`src/rtl/salkv_set_index.sv`:
```
`timescale 1ns / 1ps
// ----------------------------------------------------------------------------
// salkv_set_index
// two-stage key modulo SETS by reciprocal multiply and one correction
// ----------------------------------------------------------------------------
module salkv_set_index #(
	parameter int SETS = 16,
	parameter int SW   = 4
) (
	input  logic          clk,
	input  logic          arst_n,
	input  logic          in_valid,
	input  logic [30:0]   key,
	output logic          out_valid,
	output logic [SW-1:0] set_idx
);

	localparam logic [32:0] RECIP = 33'((64'd1 << 32) / SETS);

	logic          v_s1, v_s2;
	logic [30:0]   key_s1;
	logic [31:0]   q_s1;
	logic [SW:0]   r_s2;
	logic [63:0]   prod;
	logic [31:0]   qs;
	logic [31:0]   diff;

	assign prod = {33'b0, key} * {31'b0, RECIP};
	assign qs   = q_s1 * 32'(SETS);
	assign diff = {1'b0, key_s1} - qs;

	always_ff @(posedge clk or negedge arst_n) begin
		if (!arst_n) begin
			v_s1 <= 1'b0;
			v_s2 <= 1'b0;
		end else begin
			v_s1 <= in_valid;
			v_s2 <= v_s1;
		end
	end

	always_ff @(posedge clk) begin
		key_s1 <= key;
		q_s1   <= prod[63:32];
		r_s2   <= diff[SW:0];
	end

	// estimate is low by at most one, so the remainder is below 2*SETS
	always_comb begin
		if (r_s2 >= (SW+1)'(SETS))
			set_idx = SW'(r_s2 - (SW+1)'(SETS));
		else
			set_idx = r_s2[SW-1:0];
	end

	assign out_valid = v_s2;

endmodule
```
`config.mk`:
```
export PLATFORM = sky130hd
export DESIGN_NAME = salkv_set_index
export DESIGN_NICKNAME = d
export VERILOG_FILES = /design/src/rtl/salkv_set_index.sv
export SDC_FILE = /design/constraint.sdc
export NUM_CORES = 1
export LEC_CHECK = 0
export ABC_CLOCK_PERIOD_IN_PS = 800
export BUFFER_PORTS_ARGS = -buffer_cell sky130_fd_sc_hd__buf_2
export CAP_MARGIN = 20
export CELL_PAD_IN_SITES_DETAIL_PLACEMENT = 0
export CELL_PAD_IN_SITES_GLOBAL_PLACEMENT = 2
export CORE_MARGIN = 8
export CORE_UTILIZATION = 10
export DETAILED_ROUTE_END_ITERATION = 10
export GPL_TIMING_DRIVEN = 0
export PLACE_DENSITY_LB_ADDON = 0.1
export SLEW_MARGIN = 20
export SYNTH_ARGS = -nofsm -noshare
export SYNTH_HDL_FRONTEND = slang
export SYNTH_SLANG_ARGS = --single-unit
export TNS_END_PERCENT = 1
```
`constraint.sdc`:
```
create_clock -name clk -period 0.8 [get_ports clk]
set_input_delay 0.12 -clock clk [delete_from_list [all_inputs] [get_ports clk]]
set_output_delay 0.12 -clock clk [all_outputs]
set_load 0.01 [all_outputs]
```
Yosys cells after proc, flatten, opt, wreduce, memory -nomap -nowiden
Cells that the tools add are included.
W data, S select, Z words.

word-level totals
  flip-flop bits (word level) = 13
  bits of input ports = 34
  output and inout port bits = 5
  logic and storage cells = 9

cells by class
  $add $sub $neg = 2
  order comparisons = 1
  muxes and demuxes = 1

operators with widths
  operator               count
  $ge A5 B5 Y1 const B   1
  $sub A5 B5 Y5          1
  $mux W4                1
  $sub A4 B1 Y4 const B  1

Depth between registers and ports, before layout
  depth in word-level cells = 2
  gate-level depth with buffers = 0
  mapped depth without buffers = 0

Least setup slack after synthesis
Ideal clock, no wire load.

  path kind = register -> output
  start = reg v_s2 (netlist: out_valid)
  end = out out_valid
  arrival time = 0.376 ns
  required time = 0.680 ns
  setup slack = 0.304 ns
  cell stages (with the launch flop) = 1
  path buffers = 0
  path through = dfrtp_1

RTL lines
  element                 line  text
  from (decl)             20    logic v_s1, v_s2;
  from (signal assigned)  38    v_s2 <= v_s1;
  to (decl)               14    output logic out_valid,

No word-level cell between the ends.

Final worst setup path
  start = reg v_s2 (netlist: out_valid)
  end = out out_valid

No word-level cell between the ends.

==> results by group <==
Global route
  – Largest net degree at the start of global routing: 7
  – Total Routing Usage GR: 0.0343
  – Final global-route overflow total: 0
  – Antenna violations before repair: 0
  – Vias in the first global route: 160
  – Global-route wire length before repair: 752 um

Synthesis
  – Yosys top cell area share: 0.762
  – Synth Area in Compound Gates: 0
  – Number of synthesized flops with an enable pin: 0
  – Synth Cell Area: 210 sq um
  – XOR/XNOR Fraction of Synth Area: 0
  – Async S/R FF share, synth: 0.200
  – Most instantiated library cell after synthesis: dfxtp_1
  – Ranking of synthesized cells by area: dfxtp_1 76%, dfrtp_1 24%
  – Post-synthesis mux area share: 0
  – Yosys cell types: 2
  – #FFs+latches synth: 10
  – Top_reg_cell synth: dfxtp_1
  – Synthesis Warnings: 0
  – Avg Cell Area, Syn: 21.0 sq um
  – Leading area contributor after synthesis: dfxtp_1
  – List of most frequent post-synthesis cells: 8 x dfxtp_1, 2 x dfrtp_1
  – Seq/Total Area, Yosys: 1.00
  – Adder-cell share of the synthesized area: 0
  – Gate Count Post-Synth: 10
  – Simple-gate share of the synthesized area: 0
  – Syn_nets: 44

Clocking
  – Clk_lat worst skew: 0.26 ns
  – CTS clk-pin slew, worst paths: 0.07 ns
  – CTS tree: yes
  – Total CTS buffers: 3
  – Clock Tree Root: clkbuf_4
  – CTS max path bufs: 2
  – Clk sinks: 10
  – CTS HTree Levels: 1

Setup path
  – R2r startpoint: v_s1
  – Data required, critical path: 0.68 ns
  – Worst-path maximum fanout: 1
  – Critical Path Max Stage Delay: 0.36 ns
  – Critical Path AT: 0.75 ns
  – Cells along the critical path: buf_2
  – Critical Path Start Type: register
  – CP top delay family: flip-flops
  – CP Capture Type: output pin
  – Crit-path slowest cell: dfrtp_1
  – Crit path launch: out_valid
  – WS Path Type: register to output pin
  – Crit path buf inv count: 1

Cells and area
  – Area of the multi-input gates: 0 sq um
  – Fin cells: 58
  – Multi-In Gates: 0
  – Antenna Cells: 0
  – Final #Nets: 66
  – Synth-to-Final Area Change: 98.8%
  – Register area: 214 sq um
  – Layout cells sized above 1: 0.581
  – Fillers: 215

Timing
  – Final min period: 0.871 ns
  – Unrepaired setup endpoints after global routing: yes
  – Relative slew slack: 0.956
  – Clock skew: 0.00107 ns
  – Setup WS post-layout: -0.0714 ns
  – Tcrit/Tclk final: 1.09
  – Least-Margin Pin Slew: 0.0658 ns
  – Max Slew Vio Count: 0
  – FMAX: 1.15 GHz
  – Final hold viol count: 0
  – Final setup violation count: 5

Power
  – Power Density: 2520 nW/um^2
  – Overall Power: 1.05 mW
  – Worst vdd ir: 798 uV
  – Leakage: 0.187 nW

Min path
  – Hold WC Path Type: input pin to async pin

Floorplan
  – Initial Util: 0.106
  – Rows: 16
  – Total core area: 1980 sq um
  – Die area: 3820 sq um
  – Die H: 61.8 um
  – Die W: 61.8 um
  – IO Pins: 39

Drt
  – DR pass1 iterations: 2
  – Wire per inst: 7.48 um
  – WL met2: 193 um
  – Via count: 147
  – Met1 wire length: 132 um
  – Post-route ant nets: 0
  – Via-per-instance ratio: 2.53
  – DRC: 0
  – Initial DRC Count: 3
  – DR WL met3: 108 um
  – DRT Wirelength: 434 um
  – Top Metal Used: met3

Flow run
  – Max Cap Viol: 0

Outcome
  – Status: finished, violations left
  – Failing checks: setup timing

Placed design
  – Pre-CTS WS: 0.208 ns
  – Dpl cells: 48
  – RePlAce Congestion: 0.530
  – I/O Buffers: 11
-- routing by layer --
| layer | GRT usage | vias to the layer above |
|---|---|---|
| li1 | - | 72 |
| met1 | 0.0187 | 64 |
| met2 | 0.0414 | 11 |
| met3 | 0.0597 | 0 |
| met4 | 0.0292 | 0 |
| met5 | 0 | - |
-- flip-flops by register name, indices dropped and copies added (netlist names) --
signal     flops
r_s2           4
out_valid      1
v_s1           1
key_s1         4
-- what timing repair did --
action | 4_1_cts | 5_1_grt
setup endpoints to repair | 5 | 5
endpoints found under the hold margin | 7 | 0
buffers inserted | 0 | 0
hold buffers | 6 | 0
resized for setup | 0 | 6
-- logic make-up (layout without fill, tap and decap cells) --
| kind of cell | count (synthesis) | after routing |
|---|---|---|
| DFF | 10 | 10 |
| buffers and inverters | 0 | 21 |
-- through the flow --
stage | hold WS, ns | TNS (ns) | cell area [sq um] | utilization
after global placement | -0.0945 | 0 | 299 | 0.151
after CTS | 0.141 | -0.241 | 395 | 0.199
final | 0.159 | -0.107 | 418 | 0.211
after floorplan | -0.176 | 0 | 210 | -
after global routing | 0.147 | -0.383 | 418 | 0.211
after detailed placement | -0.0923 | 0 | 299 | 0.151
-- path summary, 6_finish.rpt --
kind / end / slack (ns) / depth (start not counted)
max in group asynchronous: v_s1 / 0.55 / 2
worst min-delay path: out_valid / 0.16 / 2
worst max-delay path: out_valid / -0.07 / 1
min in group clk: r_s2[2] / 0.33 / 0
worst max register to register: out_valid / 0.33 / 0
worst min register to register: r_s2[2] / 0.33 / 0
-- layout make-up --
class	instances	area share
sequential	10	0.512
tap	27	0.0808
timing repair buffer	17	0.320
clock buffer	4	0.0868
-- power breakdown --
group | switching [mW] | total (mW) | leakage [nW] | internal (mW)
logic | 0.0192 | 0.0657 | 0.0747 | 0.0465
clock network | 0.175 | 0.451 | 0.0210 | 0.276
registers | 0.00701 | 0.534 | 0.0908 | 0.527
-- placed cells by master, fill, tap and decap left out, drive strengths merged --
cell type	count
dfxtp	8
buf	11
dfrtp	2
dlygate4sd3	6
clkbuf	4
Power figures use the tool's default switching activity.
